### src/slm_pkg.sv
`default_nettype none
// ============================================================================
// slm_pkg: shared types and constants of the layered slot list manager
// Sizes, link encoding, command and status codes, and memory port structs.
// ============================================================================
package slm_pkg;

  localparam int ENTRIES = 64;
  localparam int LAYERS  = 8;

  localparam int SLOT_W  = (ENTRIES > 1) ? $clog2(ENTRIES) : 1;
  localparam int LIDX_W  = (LAYERS > 1) ? $clog2(LAYERS) : 1;
  localparam int COUNT_W = $clog2(ENTRIES + 1);
  localparam int LINK_W  = 7;
  localparam int LAYER_W = 3;
  localparam int HANDLE_W = 6;

  typedef logic [LINK_W-1:0]  link_t;
  typedef logic [SLOT_W-1:0]  slot_t;
  typedef logic [LIDX_W-1:0]  lidx_t;
  typedef logic [COUNT_W-1:0] count_t;

  localparam link_t LINK_END = link_t'(127);

  typedef enum logic [1:0] {
    ACT_ALLOC   = 2'd0,
    ACT_RELEASE = 2'd1,
    ACT_WALK    = 2'd2,
    ACT_NONE    = 2'd3
  } act_t;

  typedef enum logic [1:0] {
    STAT_OK       = 2'd0,
    STAT_EMPTY    = 2'd1,
    STAT_NOT_USED = 2'd2,
    STAT_NO_WALK  = 2'd3
  } status_t;

  typedef enum logic [3:0] {
    S_CLEAR,
    S_IDLE,
    S_AL_RD,
    S_AL_LINK,
    S_RL_RD,
    S_RL_PREV,
    S_RL_NEXT,
    S_WK_LAYER,
    S_WK_SLOT
  } state_t;

  // One slot entry as stored in the slot memory.
  typedef struct packed {
    link_t               nxt_link;
    link_t               prv_link;
    logic [LAYER_W-1:0]  layer;
    logic                used;
  } ent_t;

  // Write command with per-field enables (layer and used travel together).
  typedef struct packed {
    logic  we_next;
    logic  we_prev;
    logic  we_info;
    slot_t addr;
    ent_t  data;
  } mem_wr_t;

  function automatic logic link_ok(input link_t l);
    return (32'(l) < ENTRIES);
  endfunction

  function automatic slot_t link_slot(input link_t l);
    return l[SLOT_W-1:0];
  endfunction

  function automatic lidx_t sat_layer(input logic [LAYER_W-1:0] l);
    if (32'(l) >= LAYERS) begin
      return lidx_t'(LAYERS - 1);
    end
    return lidx_t'(l);
  endfunction

  function automatic logic [LAYER_W-1:0] lidx_field(input lidx_t l);
    logic [7:0] wide;
    wide = 8'(l);
    return wide[LAYER_W-1:0];
  endfunction

endpackage
`default_nettype wire

### src/slm_mem.sv
`default_nettype none
// ============================================================================
// slm_mem: slot entry memory
// One write port with field enables, one read port with registered data.
// ============================================================================
module slm_mem (
  input  wire logic             clk,
  input  wire slm_pkg::mem_wr_t wr,
  input  wire logic             rd_en,
  input  wire slm_pkg::slot_t   rd_addr,
  output slm_pkg::ent_t         rd_data
);

  slm_pkg::link_t                     next_mem [slm_pkg::ENTRIES];
  slm_pkg::link_t                     prev_mem [slm_pkg::ENTRIES];
  logic [slm_pkg::LAYER_W:0]          info_mem [slm_pkg::ENTRIES];
  slm_pkg::ent_t                      rd_data_r;

  always_ff @(posedge clk) begin
    if (wr.we_next) begin
      next_mem[wr.addr] <= wr.data.nxt_link;
    end
    if (wr.we_prev) begin
      prev_mem[wr.addr] <= wr.data.prv_link;
    end
    if (wr.we_info) begin
      info_mem[wr.addr] <= {wr.data.layer, wr.data.used};
    end
  end

  always_ff @(posedge clk) begin
    if (rd_en) begin
      rd_data_r.nxt_link <= next_mem[rd_addr];
      rd_data_r.prv_link <= prev_mem[rd_addr];
      {rd_data_r.layer, rd_data_r.used} <= info_mem[rd_addr];
    end
  end

  assign rd_data = rd_data_r;

endmodule
`default_nettype wire

### src/slm_ctrl.sv
`default_nettype none
// ============================================================================
// slm_ctrl: list sequencer
// Runs allocate, release and walk as read-modify-write steps on the slot
// memory and keeps the free head, layer heads and tails and the used count.
// ============================================================================
module slm_ctrl (
  input  wire logic                          clk,
  input  wire logic                          rst_n,
  input  wire logic                          start,
  output logic                               busy,
  input  wire logic [1:0]                    in_action,
  input  wire logic [slm_pkg::LAYER_W-1:0]   in_layer,
  input  wire logic [slm_pkg::HANDLE_W-1:0]  in_handle,
  output logic                               out_valid,
  output logic [slm_pkg::HANDLE_W-1:0]       out_slot,
  output logic [slm_pkg::LAYER_W-1:0]        out_slot_layer,
  output logic [1:0]                         out_status,
  output logic                               out_last,
  output slm_pkg::mem_wr_t                   mem_wr,
  output logic                               mem_rd_en,
  output slm_pkg::slot_t                     mem_rd_addr,
  input  wire slm_pkg::ent_t                 mem_rd_data
);

  slm_pkg::state_t state_r, state_nxt;
  slm_pkg::link_t  free_head_r, free_head_nxt;
  slm_pkg::count_t used_cnt_r, used_cnt_nxt;
  slm_pkg::count_t cnt_r, cnt_nxt;
  slm_pkg::lidx_t  lay_r, lay_nxt;
  slm_pkg::slot_t  slot_r, slot_nxt;
  slm_pkg::link_t  prv_r, prv_nxt;
  slm_pkg::link_t  nxt_r, nxt_nxt;
  slm_pkg::link_t  head_r [slm_pkg::LAYERS];
  slm_pkg::link_t  tail_r [slm_pkg::LAYERS];

  logic            head_we, tail_we;
  slm_pkg::link_t  head_wdata, tail_wdata;
  slm_pkg::link_t  cur_head, cur_tail;

  logic                            out_valid_r, out_valid_nxt;
  logic [slm_pkg::HANDLE_W-1:0]    out_slot_r, out_slot_nxt;
  logic [slm_pkg::LAYER_W-1:0]     out_layer_r, out_layer_nxt;
  logic [1:0]                      out_status_r, out_status_nxt;
  logic                            out_last_r, out_last_nxt;

  logic            walk_last;
  slm_pkg::count_t cnt_inc;

  assign cur_head  = head_r[lay_r];
  assign cur_tail  = tail_r[lay_r];
  assign cnt_inc   = cnt_r + slm_pkg::count_t'(1);
  assign walk_last = (cnt_inc == used_cnt_r);

  always_ff @(posedge clk) begin
    if (!rst_n) begin
      state_r     <= slm_pkg::S_CLEAR;
      free_head_r <= '0;
      used_cnt_r  <= '0;
      cnt_r       <= '0;
      out_valid_r <= 1'b0;
    end else begin
      state_r     <= state_nxt;
      free_head_r <= free_head_nxt;
      used_cnt_r  <= used_cnt_nxt;
      cnt_r       <= cnt_nxt;
      out_valid_r <= out_valid_nxt;
    end
  end

  always_ff @(posedge clk) begin
    lay_r        <= lay_nxt;
    slot_r       <= slot_nxt;
    prv_r        <= prv_nxt;
    nxt_r        <= nxt_nxt;
    out_slot_r   <= out_slot_nxt;
    out_layer_r  <= out_layer_nxt;
    out_status_r <= out_status_nxt;
    out_last_r   <= out_last_nxt;
  end

  always_ff @(posedge clk) begin
    if (!rst_n) begin
      for (int i = 0; i < slm_pkg::LAYERS; i++) begin
        head_r[i] <= slm_pkg::LINK_END;
        tail_r[i] <= slm_pkg::LINK_END;
      end
    end else begin
      if (head_we) begin
        head_r[lay_r] <= head_wdata;
      end
      if (tail_we) begin
        tail_r[lay_r] <= tail_wdata;
      end
    end
  end

  always_comb begin
    state_nxt      = state_r;
    free_head_nxt  = free_head_r;
    used_cnt_nxt   = used_cnt_r;
    cnt_nxt        = cnt_r;
    lay_nxt        = lay_r;
    slot_nxt       = slot_r;
    prv_nxt        = prv_r;
    nxt_nxt        = nxt_r;
    head_we        = 1'b0;
    tail_we        = 1'b0;
    head_wdata     = slm_pkg::LINK_END;
    tail_wdata     = slm_pkg::LINK_END;
    mem_wr         = '0;
    mem_rd_en      = 1'b0;
    mem_rd_addr    = slot_r;
    out_valid_nxt  = 1'b0;
    out_slot_nxt   = out_slot_r;
    out_layer_nxt  = out_layer_r;
    out_status_nxt = out_status_r;
    out_last_nxt   = out_last_r;

    unique case (state_r)
      slm_pkg::S_CLEAR: begin
        // Write every entry back to its reset value, one per cycle.
        mem_wr.we_next = 1'b1;
        mem_wr.we_prev = 1'b1;
        mem_wr.we_info = 1'b1;
        mem_wr.addr    = cnt_r[slm_pkg::SLOT_W-1:0];
        mem_wr.data.nxt_link = (32'(cnt_inc) < slm_pkg::ENTRIES) ?
                               slm_pkg::link_t'(cnt_inc) : slm_pkg::LINK_END;
        mem_wr.data.prv_link = slm_pkg::LINK_END;
        mem_wr.data.layer    = '0;
        mem_wr.data.used     = 1'b0;
        if (32'(cnt_inc) >= slm_pkg::ENTRIES) begin
          cnt_nxt   = '0;
          state_nxt = slm_pkg::S_IDLE;
        end else begin
          cnt_nxt = cnt_inc;
        end
      end

      slm_pkg::S_IDLE: begin
        if (start) begin
          unique case (slm_pkg::act_t'(in_action))
            slm_pkg::ACT_ALLOC: begin
              lay_nxt  = slm_pkg::sat_layer(in_layer);
              slot_nxt = slm_pkg::link_slot(free_head_r);
              if (!slm_pkg::link_ok(free_head_r)) begin
                out_valid_nxt  = 1'b1;
                out_slot_nxt   = '0;
                out_layer_nxt  = slm_pkg::lidx_field(slm_pkg::sat_layer(in_layer));
                out_status_nxt = slm_pkg::STAT_EMPTY;
                out_last_nxt   = 1'b1;
              end else begin
                mem_rd_en   = 1'b1;
                mem_rd_addr = slm_pkg::link_slot(free_head_r);
                state_nxt   = slm_pkg::S_AL_RD;
              end
            end
            slm_pkg::ACT_RELEASE: begin
              slot_nxt = slm_pkg::link_slot(slm_pkg::link_t'(in_handle));
              if (!slm_pkg::link_ok(slm_pkg::link_t'(in_handle))) begin
                out_valid_nxt  = 1'b1;
                out_slot_nxt   = in_handle;
                out_layer_nxt  = '0;
                out_status_nxt = slm_pkg::STAT_NOT_USED;
                out_last_nxt   = 1'b1;
              end else begin
                mem_rd_en   = 1'b1;
                mem_rd_addr = slm_pkg::link_slot(slm_pkg::link_t'(in_handle));
                state_nxt   = slm_pkg::S_RL_RD;
              end
            end
            slm_pkg::ACT_WALK: begin
              if (used_cnt_r == '0) begin
                out_valid_nxt  = 1'b1;
                out_slot_nxt   = '0;
                out_layer_nxt  = '0;
                out_status_nxt = slm_pkg::STAT_NO_WALK;
                out_last_nxt   = 1'b1;
              end else begin
                lay_nxt   = slm_pkg::lidx_t'(slm_pkg::LAYERS - 1);
                cnt_nxt   = '0;
                state_nxt = slm_pkg::S_WK_LAYER;
              end
            end
            slm_pkg::ACT_NONE: begin
            end
            default: begin
            end
          endcase
        end
      end

      slm_pkg::S_AL_RD: begin
        // Pop the free head and append it at the layer tail.
        free_head_nxt = mem_rd_data.nxt_link;
        mem_wr.we_next = 1'b1;
        mem_wr.we_prev = 1'b1;
        mem_wr.we_info = 1'b1;
        mem_wr.addr    = slot_r;
        mem_wr.data.nxt_link = slm_pkg::LINK_END;
        mem_wr.data.prv_link = cur_tail;
        mem_wr.data.layer    = slm_pkg::lidx_field(lay_r);
        mem_wr.data.used     = 1'b1;
        tail_we    = 1'b1;
        tail_wdata = slm_pkg::link_t'(slot_r);
        used_cnt_nxt = used_cnt_r + slm_pkg::count_t'(1);
        prv_nxt      = cur_tail;
        out_valid_nxt  = 1'b1;
        out_slot_nxt   = slm_pkg::HANDLE_W'(slot_r);
        out_layer_nxt  = slm_pkg::lidx_field(lay_r);
        out_status_nxt = slm_pkg::STAT_OK;
        out_last_nxt   = 1'b1;
        if (slm_pkg::link_ok(cur_tail)) begin
          state_nxt = slm_pkg::S_AL_LINK;
        end else begin
          head_we    = 1'b1;
          head_wdata = slm_pkg::link_t'(slot_r);
          state_nxt  = slm_pkg::S_IDLE;
        end
      end

      slm_pkg::S_AL_LINK: begin
        mem_wr.we_next       = 1'b1;
        mem_wr.addr          = slm_pkg::link_slot(prv_r);
        mem_wr.data.nxt_link = slm_pkg::link_t'(slot_r);
        state_nxt            = slm_pkg::S_IDLE;
      end

      slm_pkg::S_RL_RD: begin
        if (!mem_rd_data.used) begin
          out_valid_nxt  = 1'b1;
          out_slot_nxt   = slm_pkg::HANDLE_W'(slot_r);
          out_layer_nxt  = '0;
          out_status_nxt = slm_pkg::STAT_NOT_USED;
          out_last_nxt   = 1'b1;
          state_nxt      = slm_pkg::S_IDLE;
        end else begin
          lay_nxt = slm_pkg::sat_layer(mem_rd_data.layer);
          prv_nxt = mem_rd_data.prv_link;
          nxt_nxt = mem_rd_data.nxt_link;
          // The released slot goes to the head of the free list.
          mem_wr.we_next = 1'b1;
          mem_wr.we_prev = 1'b1;
          mem_wr.we_info = 1'b1;
          mem_wr.addr    = slot_r;
          mem_wr.data.nxt_link = free_head_r;
          mem_wr.data.prv_link = slm_pkg::LINK_END;
          mem_wr.data.layer    = mem_rd_data.layer;
          mem_wr.data.used     = 1'b0;
          free_head_nxt = slm_pkg::link_t'(slot_r);
          if (used_cnt_r != '0) begin
            used_cnt_nxt = used_cnt_r - slm_pkg::count_t'(1);
          end
          out_valid_nxt  = 1'b1;
          out_slot_nxt   = slm_pkg::HANDLE_W'(slot_r);
          out_layer_nxt  = slm_pkg::lidx_field(slm_pkg::sat_layer(mem_rd_data.layer));
          out_status_nxt = slm_pkg::STAT_OK;
          out_last_nxt   = 1'b1;
          state_nxt      = slm_pkg::S_RL_PREV;
        end
      end

      slm_pkg::S_RL_PREV: begin
        if (slm_pkg::link_ok(prv_r)) begin
          mem_wr.we_next       = 1'b1;
          mem_wr.addr          = slm_pkg::link_slot(prv_r);
          mem_wr.data.nxt_link = nxt_r;
        end
        if (cur_head == slm_pkg::link_t'(slot_r)) begin
          head_we    = 1'b1;
          head_wdata = nxt_r;
        end
        if (cur_tail == slm_pkg::link_t'(slot_r)) begin
          tail_we    = 1'b1;
          tail_wdata = prv_r;
        end
        state_nxt = slm_pkg::S_RL_NEXT;
      end

      slm_pkg::S_RL_NEXT: begin
        if (slm_pkg::link_ok(nxt_r)) begin
          mem_wr.we_prev       = 1'b1;
          mem_wr.addr          = slm_pkg::link_slot(nxt_r);
          mem_wr.data.prv_link = prv_r;
        end
        state_nxt = slm_pkg::S_IDLE;
      end

      slm_pkg::S_WK_LAYER: begin
        if (slm_pkg::link_ok(cur_head)) begin
          mem_rd_en   = 1'b1;
          mem_rd_addr = slm_pkg::link_slot(cur_head);
          slot_nxt    = slm_pkg::link_slot(cur_head);
          state_nxt   = slm_pkg::S_WK_SLOT;
        end else if (lay_r == '0) begin
          state_nxt = slm_pkg::S_IDLE;
        end else begin
          lay_nxt = lay_r - slm_pkg::lidx_t'(1);
        end
      end

      slm_pkg::S_WK_SLOT: begin
        out_valid_nxt  = 1'b1;
        out_slot_nxt   = slm_pkg::HANDLE_W'(slot_r);
        out_layer_nxt  = slm_pkg::lidx_field(lay_r);
        out_status_nxt = slm_pkg::STAT_OK;
        out_last_nxt   = walk_last;
        cnt_nxt        = cnt_inc;
        priority if (walk_last) begin
          state_nxt = slm_pkg::S_IDLE;
        end else if (slm_pkg::link_ok(mem_rd_data.nxt_link)) begin
          mem_rd_en   = 1'b1;
          mem_rd_addr = slm_pkg::link_slot(mem_rd_data.nxt_link);
          slot_nxt    = slm_pkg::link_slot(mem_rd_data.nxt_link);
        end else if (lay_r == '0) begin
          state_nxt = slm_pkg::S_IDLE;
        end else begin
          lay_nxt   = lay_r - slm_pkg::lidx_t'(1);
          state_nxt = slm_pkg::S_WK_LAYER;
        end
      end

      default: begin
        state_nxt = slm_pkg::S_IDLE;
      end
    endcase
  end

  assign busy           = (state_r != slm_pkg::S_IDLE);
  assign out_valid      = out_valid_r;
  assign out_slot       = out_slot_r;
  assign out_slot_layer = out_layer_r;
  assign out_status     = out_status_r;
  assign out_last       = out_last_r;

endmodule
`default_nettype wire

### src/layered_slot_list_manager_top.sv
`default_nettype none
// ============================================================================
// layered_slot_list_manager_top: pool of slots on a free list and per-layer
// doubly linked lists, with allocate, release and walk commands.
// ============================================================================
// Results cannot be stalled: output registers show them in the cycle after the start
//   transfer for an empty pool or an empty walk, and behind the memory read register
//   for other allocates and releases. Busy states: allocate S_AL_RD (+S_AL_LINK if
//   the layer had a tail), release S_RL_RD, S_RL_PREV, S_RL_NEXT (only S_RL_RD for
//   an unused slot), walk S_WK_SLOT per result and S_WK_LAYER per layer from the top
//   layer down to the lowest non-empty one. Reset: rst_n starts a slot memory sweep with busy high.
// ============================================================================
module layered_slot_list_manager_top (
  input  wire logic        clk,
  input  wire logic        rst_n,
  input  wire logic        start,
  output logic             busy,
  input  wire logic [1:0]  in_action,
  input  wire logic [2:0]  in_layer,
  input  wire logic [5:0]  in_handle,
  output logic             out_valid,
  output logic [5:0]       out_slot,
  output logic [2:0]       out_slot_layer,
  output logic [1:0]       out_status,
  output logic             out_last
);

  // The slot memory holds next link, previous link, layer and in-use flag
  // of every slot. The sequencer owns the single read and write port, so
  // each command runs to completion before the next start is taken and no
  // read can overtake a pending write to the same entry.
  slm_pkg::mem_wr_t mem_wr;
  logic             mem_rd_en;
  slm_pkg::slot_t   mem_rd_addr;
  slm_pkg::ent_t    mem_rd_data;

  // Results leave from registers in the sequencer, shown for exactly one
  // cycle with out_valid; the receiver takes every transfer.
  slm_ctrl u_ctrl (
    .clk            (clk),
    .rst_n          (rst_n),
    .start          (start),
    .busy           (busy),
    .in_action      (in_action),
    .in_layer       (in_layer),
    .in_handle      (in_handle),
    .out_valid      (out_valid),
    .out_slot       (out_slot),
    .out_slot_layer (out_slot_layer),
    .out_status     (out_status),
    .out_last       (out_last),
    .mem_wr         (mem_wr),
    .mem_rd_en      (mem_rd_en),
    .mem_rd_addr    (mem_rd_addr),
    .mem_rd_data    (mem_rd_data)
  );

  slm_mem u_mem (
    .clk     (clk),
    .wr      (mem_wr),
    .rd_en   (mem_rd_en),
    .rd_addr (mem_rd_addr),
    .rd_data (mem_rd_data)
  );

endmodule
`default_nettype wire

### config.mk
export PLATFORM = sky130hd
export DESIGN_NAME = layered_slot_list_manager_top
export DESIGN_NICKNAME = d
export VERILOG_FILES = /design/src/slm_pkg.sv /design/src/slm_mem.sv /design/src/slm_ctrl.sv /design/src/layered_slot_list_manager_top.sv
export SDC_FILE = /design/constraint.sdc
export NUM_CORES = 2
export LEC_CHECK = 0
export CORE_UTILIZATION = 55
export DETAILED_ROUTE_END_ITERATION = 7
export DONT_BUFFER_PORTS = 1
export PLACE_DENSITY = 0.7
export SLEW_MARGIN = 15
export SYNTH_ARGS = -nofsm -noshare
export SYNTH_HDL_FRONTEND = slang
export SYNTH_SLANG_ARGS = --single-unit
### constraint.sdc
create_clock -name clk -period 11.3 [get_ports clk]
set_input_delay 1.13 -clock clk [delete_from_list [all_inputs] [get_ports clk]]
set_output_delay 1.13 -clock clk [all_outputs]
set_load 0.02 [all_outputs]
Yosys cells after proc, flatten, opt, wreduce, memory -nomap -nowiden --
Memories as Yosys holds them, arrays and structs flattened. A register that Yosys moved wholly into a read port is not among the register bits. Index checks and enable logic that the tools add are counted.
Word-level totals: bits in registers 61, bits in writable memories 1264, bits of input ports 14, logic and storage cells 214, memories kept 5
Memory list:
- u_mem.next_mem | depth 64, bits a word 7, read ports 1, clocked after Yosys merged registers in 1, write ports 1, line slm_mem.sv:14 | slm_pkg::link_t next_mem [slm_pkg::ENTRIES];
- u_mem.prev_mem | depth 64, bits a word 7, read ports 1, clocked after Yosys merged registers in 1, write ports 1, line slm_mem.sv:15 | slm_pkg::link_t prev_mem [slm_pkg::ENTRIES];
- u_mem.info_mem | depth 64, bits a word 4, read ports 1, clocked after Yosys merged registers in 1, write ports 1, line slm_mem.sv:16 | logic [slm_pkg::LAYER_W:0] info_mem [slm_pkg::ENTRIES];
- u_ctrl.head_r | depth 8, bits a word 7, read ports 1, clocked after Yosys merged registers in 1, write ports 8, line slm_ctrl.sv:34 | slm_pkg::link_t head_r [slm_pkg::LAYERS];
- u_ctrl.tail_r | depth 8, bits a word 7, read ports 1, clocked after Yosys merged registers in 1, write ports 8, line slm_ctrl.sv:35 | slm_pkg::link_t tail_r [slm_pkg::LAYERS];
Operators by class: add/sub/neg operators 4, $lt $le $gt $ge 8, eq/ne operators 32, muxes and demuxes 123, reduce and logical (&&, ||, !) cells 29
Operators by type and width (count):
- two-way mux 7 bit | 15
- case mux 7 bit (2 select lines) | 5
- two-way mux 6 bit | 10
- two-way mux 3 bit | 17
- < comparator 7 bit, second input constant | 7
- case mux 6 bit (2 select lines) | 4
- case mux 6 bit (3 select lines) | 2
- case mux 6 bit (6 select lines) | 1
- case mux 7 bit (5 select lines) | 1
- two-way mux 4 bit | 8
- two-way mux 1 bit | 31
- case mux 4 bit (7 select lines) | 1
- case mux 7 bit (4 select lines) | 1
- two-way mux 27 bit | 1
- case mux 7 bit (3 select lines) | 1
- equality test 4 x 3 -> 1 bit, second input constant | 4
- AND reduction 5 bit | 3
- adder 7 x 1 -> 7 bit, second input constant | 2
- equality test 7 x 6 -> 1 bit | 2
- case mux 1 bit (2 select lines) | 7
- OR reduction 7 bit | 2
- two-way mux 13 bit | 1
- inequality test 3 x 2 -> 1 bit, second input constant | 4
- case mux 1 bit (3 select lines) | 4
- 38 further kinds | 62

Depth between registers and ports, before layout --
depth in word-level cells 8, depth in mapped cells 17, depth with buffers taken out 13

Modules after synthesis --
Synthesis repeated with hierarchy kept, for this count alone.
Unflattened totals: cells, all modules 3134, area, all modules 55608.3 sq um
By module, submodules not included:
- slm_mem | instances 1, cells each 2176, area each 45374.8 sq um, sequential area each 35133.7 sq um
- slm_ctrl | instances 1, cells each 958, area each 10233.6 sq um, sequential area each 4994.8 sq um

Worst setup path before layout --
Ideal clock, no wire load.
path kind flip-flop to flip-flop, start point reg u_ctrl.state_r[0], end point mem u_mem.prev_mem[0][0] in the netlist's numbering, data pin, library setup time 0.702 ns, data arrival time 3.976 ns, required time 10.598 ns, slack 6.621 ns, stages on the path, launching flop included 7, cells stage by stage dfxtp_1 buf_2 or2_2 or3_1 clkbuf_1 clkbuf_1 o21ai_0
RTL lines:
- start, declared | line slm_ctrl.sv:26 | slm_pkg::state_t state_r, state_nxt;
- start signal, assigned | line slm_ctrl.sv:57 | state_r <= slm_pkg::S_CLEAR;
- start signal, assigned | line slm_ctrl.sv:63 | state_r <= state_nxt;
- end, declared | line slm_mem.sv:15

Worst setup path after layout --
start point reg u_ctrl.cnt_r[0], end point reg, netlist name u_mem.rd_data[17]
Between the ends: word-level cells in the longest chain between the ends 4
RTL lines:
- start, declared | line slm_ctrl.sv:29 | slm_pkg::count_t cnt_r, cnt_nxt;
- start signal, assigned | line slm_ctrl.sv:66 | cnt_r <= cnt_nxt;
- adder 7 x 1 -> 7 bit (*) | line slm_ctrl.sv:52 | assign cnt_inc = cnt_r + slm_pkg::count_t'(1);
- equality test 7 bit (*) | line slm_ctrl.sv:53 | assign walk_last = (cnt_inc == used_cnt_r);
- two-way mux 6 bit or two-way mux 1 bit (tied branches)
- case mux 6 bit (3 select lines) or case mux 1 bit (3 select lines) (tied branches) | line slm_ctrl.sv:120 | unique case (state_r)
Every way passes the cells marked *; elsewhere a longest branch is shown, timed or not. A chain may end at the register's enable or synchronous reset.

==> metrics.txt <==
Synth Net Count=3979; Gate Count Post-Synth=~4000; Synth-to-Final Area Change=9.90%; top cells by area, synth=edfxtp_1 70%, mux2i_1 2.7%, mux2_2 2.6%; setup tns final=0 ps; Longest Clk Path Bufs=3; worst endpoint required time=11900 ps; detailed-route via count=35600; Cell Area, Synth=56800 sq um; Die Ht=323 um; number of global-route vias before repair=33900; Num CTS Buffers=137; Worst VDD drop=0.176 mV; port buffer count=0; commonest non-fill, non-tap cell in the layout=edfxtp_1; ratio of final minimum period to clock period=52.9%; Hold Path Class=input port to flop; CP Class=flop to flop; min Tclk post-route=roughly 6000 ps; Die Span X=323 um; final slew viol count=0; Comb pwr share=2.1%; io pins=28; count of final hold-check violations=0; top cell type by total area after synthesis=edfxtp_1; overall power=0.0102 W; main flop type after synthesis=edfxtp_1; drt wl/cell=approximately 29 um; Setup violations, final=0; RSZ-0062 raised after global routing=no; status=finished with violations; clock power share=43.7%; Routed WL=155000 um; internal power=a little over 0.008 W; post-synthesis async set-or-reset flop share=0%; clock latency on the worst-skew pair=750 ps; Worst-path clk slew=70 ps; initial antenna violation count=2; fmax=roughly 170 MHz; n_diodes=0; worst-margin pin slew=1200 ps; violations in the final reports=DRC; via density per instance=6.65; largest net degree at the start of global routing=144; sequential power share=54.1%; Worst setup EP type=flop; post-synth top area share=69.6%; worst path arrival time=6580 ps; most frequent cells in the layout=1317 x edfxtp_1, 363 x nand2_1, 247 x nor2_1, 194 x o21ai_0, 151 x mux2i_1; aggregate global routing overflow=0; PwrDens=163 nW/um^2; CTS tree=built; sequential fraction of the synthesis area=70.6%; worst-path maximum fanout=44; Static Leakage=about 19 nW; hpwl dp=~94000 um; hold_buf cts=0; DR iter-0 viols=5397; NumNets Final=3902; placeable core area=102000 sq um; FILL cells=a little under 8000; post-route ant nets=0; first-pass GRT wire length=approximately 230000 um; switching power=0.00206 W; fraction of layout cells with a size suffix above 1=between 10% and 20%; slew margin rel.=19.4%; Syn. warnings=0; flip-flop and latch count after synthesis=1346; sw frac=20.3%; Post-route DRC=10; EDFF count, synth=roughly 1300; CTS H-tree lvls=4; gpl congestion=0.943; Startpoint Class=flop; initial core utilization=about 56%; Yosys cell types=81; syn avg cell area=14.4 sq um; Pre-antenna DRT Iters=8; clock tree root buffer cell=clkbuf_16; flop-to-flop setup slack=5320 ps; post_cts resized=0; area of the die=105000 sq um; Setup Skew=25.1 ps; Tot GR Track Use=29.9%; Post-CTS Setup Inserts=0; TritonCTS Sinks=approximately 1300; Max Cap Violations=0; Rows=approximately 120
[flip-flops by register name, indices dropped and copies added, names as in the netlist, named ones only]
name	cells
u_ctrl.cnt_r	7
u_ctrl.free_head_r	7
u_ctrl.head_r	56
u_ctrl.lay_r	3
u_ctrl.nxt_r	7
u_ctrl.out_last	1
u_ctrl.out_slot	6
u_ctrl.out_slot_layer	3
u_ctrl.out_status	2
u_ctrl.out_valid	1
u_ctrl.prv_r	7
u_ctrl.slot_r	6
u_ctrl.state_r	4
u_ctrl.tail_r	56
u_ctrl.used_cnt_r	7
u_mem.info_mem	256
u_mem.next_mem	448
u_mem.prev_mem	448
u_mem.rd_data	18
[layout make-up]
type	count	area [sq um]	share of cell area (%)
flip-flops and latches	1346	40100	64.2
multi-input cells	2290	15500	24.9
clock buffers	183	3790	6.07
well taps	1368	1710	2.74
repair buffers	80	626	1.00
clock inverters	65	587	0.939
inverters	20	75.1	0.120
[Yosys cell counts, types with 8 or more instances]
cell type  instances
a221oi_1          55
nor2_1           249
or3_1              9
inv_1             20
mux4_2            26
a2111oi_0         29
a222oi_1           9
o311ai_1           9
nor2b_1           29
a211o_1           21
o22a_1            16
buf_2             63
buf_4             20
xor2_1            14
nand4_1           36
and3_1            54
o22ai_1           27
a211oi_1          72
nand2_1          367
a221oi_2          10
a22oi_1           86
o311ai_0           9
dfxtp_1           29
nand3_1          135
o2bb2ai_1         19
o211ai_1          83
a21oi_1          136
mux2_1            29
mux2_4            10
mux2i_1          151
a21o_1             8
clkbuf_1         177
o21a_1            21
ha_1              12
xnor2_1           17
o21ai_1           45
a31oi_1           20
edfxtp_1        1317
buf_1             25
nor3_1            12
o21ai_0          206
and2_1            15
mux2_2           131
buf_6             10
nand2b_1          21
[worst paths after layout]
kind                               from                     to  cells after the start
hold reg to reg   u_ctrl.free_head_r[6]  u_ctrl.free_head_r[6]                      2
setup reg to reg        u_ctrl.cnt_r[0]      u_mem.rd_data[17]                     16
hold / removal                    rst_n       u_ctrl.out_valid                      1
setup / recovery        u_ctrl.cnt_r[0]      u_mem.rd_data[17]                     16
[critical path, cell delays in order (launching register included)]
cell	delay [ps]
dfxtp_1	520
ha_1	350
nand3_2	160
or3_1	420
a2111oi_4	450
a211oi_2	120
buf_4	220
a211oi_4	310
buf_4	440
nand2_4	410
buf_4	470
nor2_4	500
buf_4	450
a221oi_1	140
a31oi_1	300
nand4_1	310
o21ai_1	170
[through the flow]
stage / hold WS (ps) / std cells / area, sq um / setup WS (ps) / util, %
floorplan: 450 / 3952 / 56800 / 6620 / -
global placement: 552 / 5104 / 58100 / 4980 / 56.8
detailed placement: 534 / 5104 / 58100 / 5270 / 56.8
CTS: 488 / 5352 / 62500 / 5510 / 61.1
global route: 511 / 5352 / 62500 / 5190 / 61.1
finish: 523 / 5352 / 62500 / 5320 / 61.1
[cell families after synthesis]
family / after synthesis / share of synthesized area, %
fa+ha+maj: 13 / 0.299
buf+inv: 316 / 2.49
xor+xnor: 31 / 0.478
mux: 347 / 7.12
flops: 1346 / 70.6
simple gates: 961 / 7.69
compound gates: 938 / 11.3
[routing by layer]
| layer | track usage (%) | wire [um] |
|---|---|---|
| met5 | 0 | 0 |
| met4 | 11.7 | 6370 |
| met3 | 6.16 | 17300 |
| met2 | 45.5 | 71300 |
| met1 | 42.3 | 60500 |
[power by group through the flow]
stage	sequential (W)	combinational, W	clock (W)
floorplan	0.00560	0.000109	0
global placement	0.00560	0.000209	0
detailed placement	0.00561	0.000212	0
CTS	0.00550	0.000212	0.00447
global route	0.00550	0.000225	0.00466
finish	0.00550	0.000216	0.00444
Note: power is estimated with default switching activity, not from simulation.
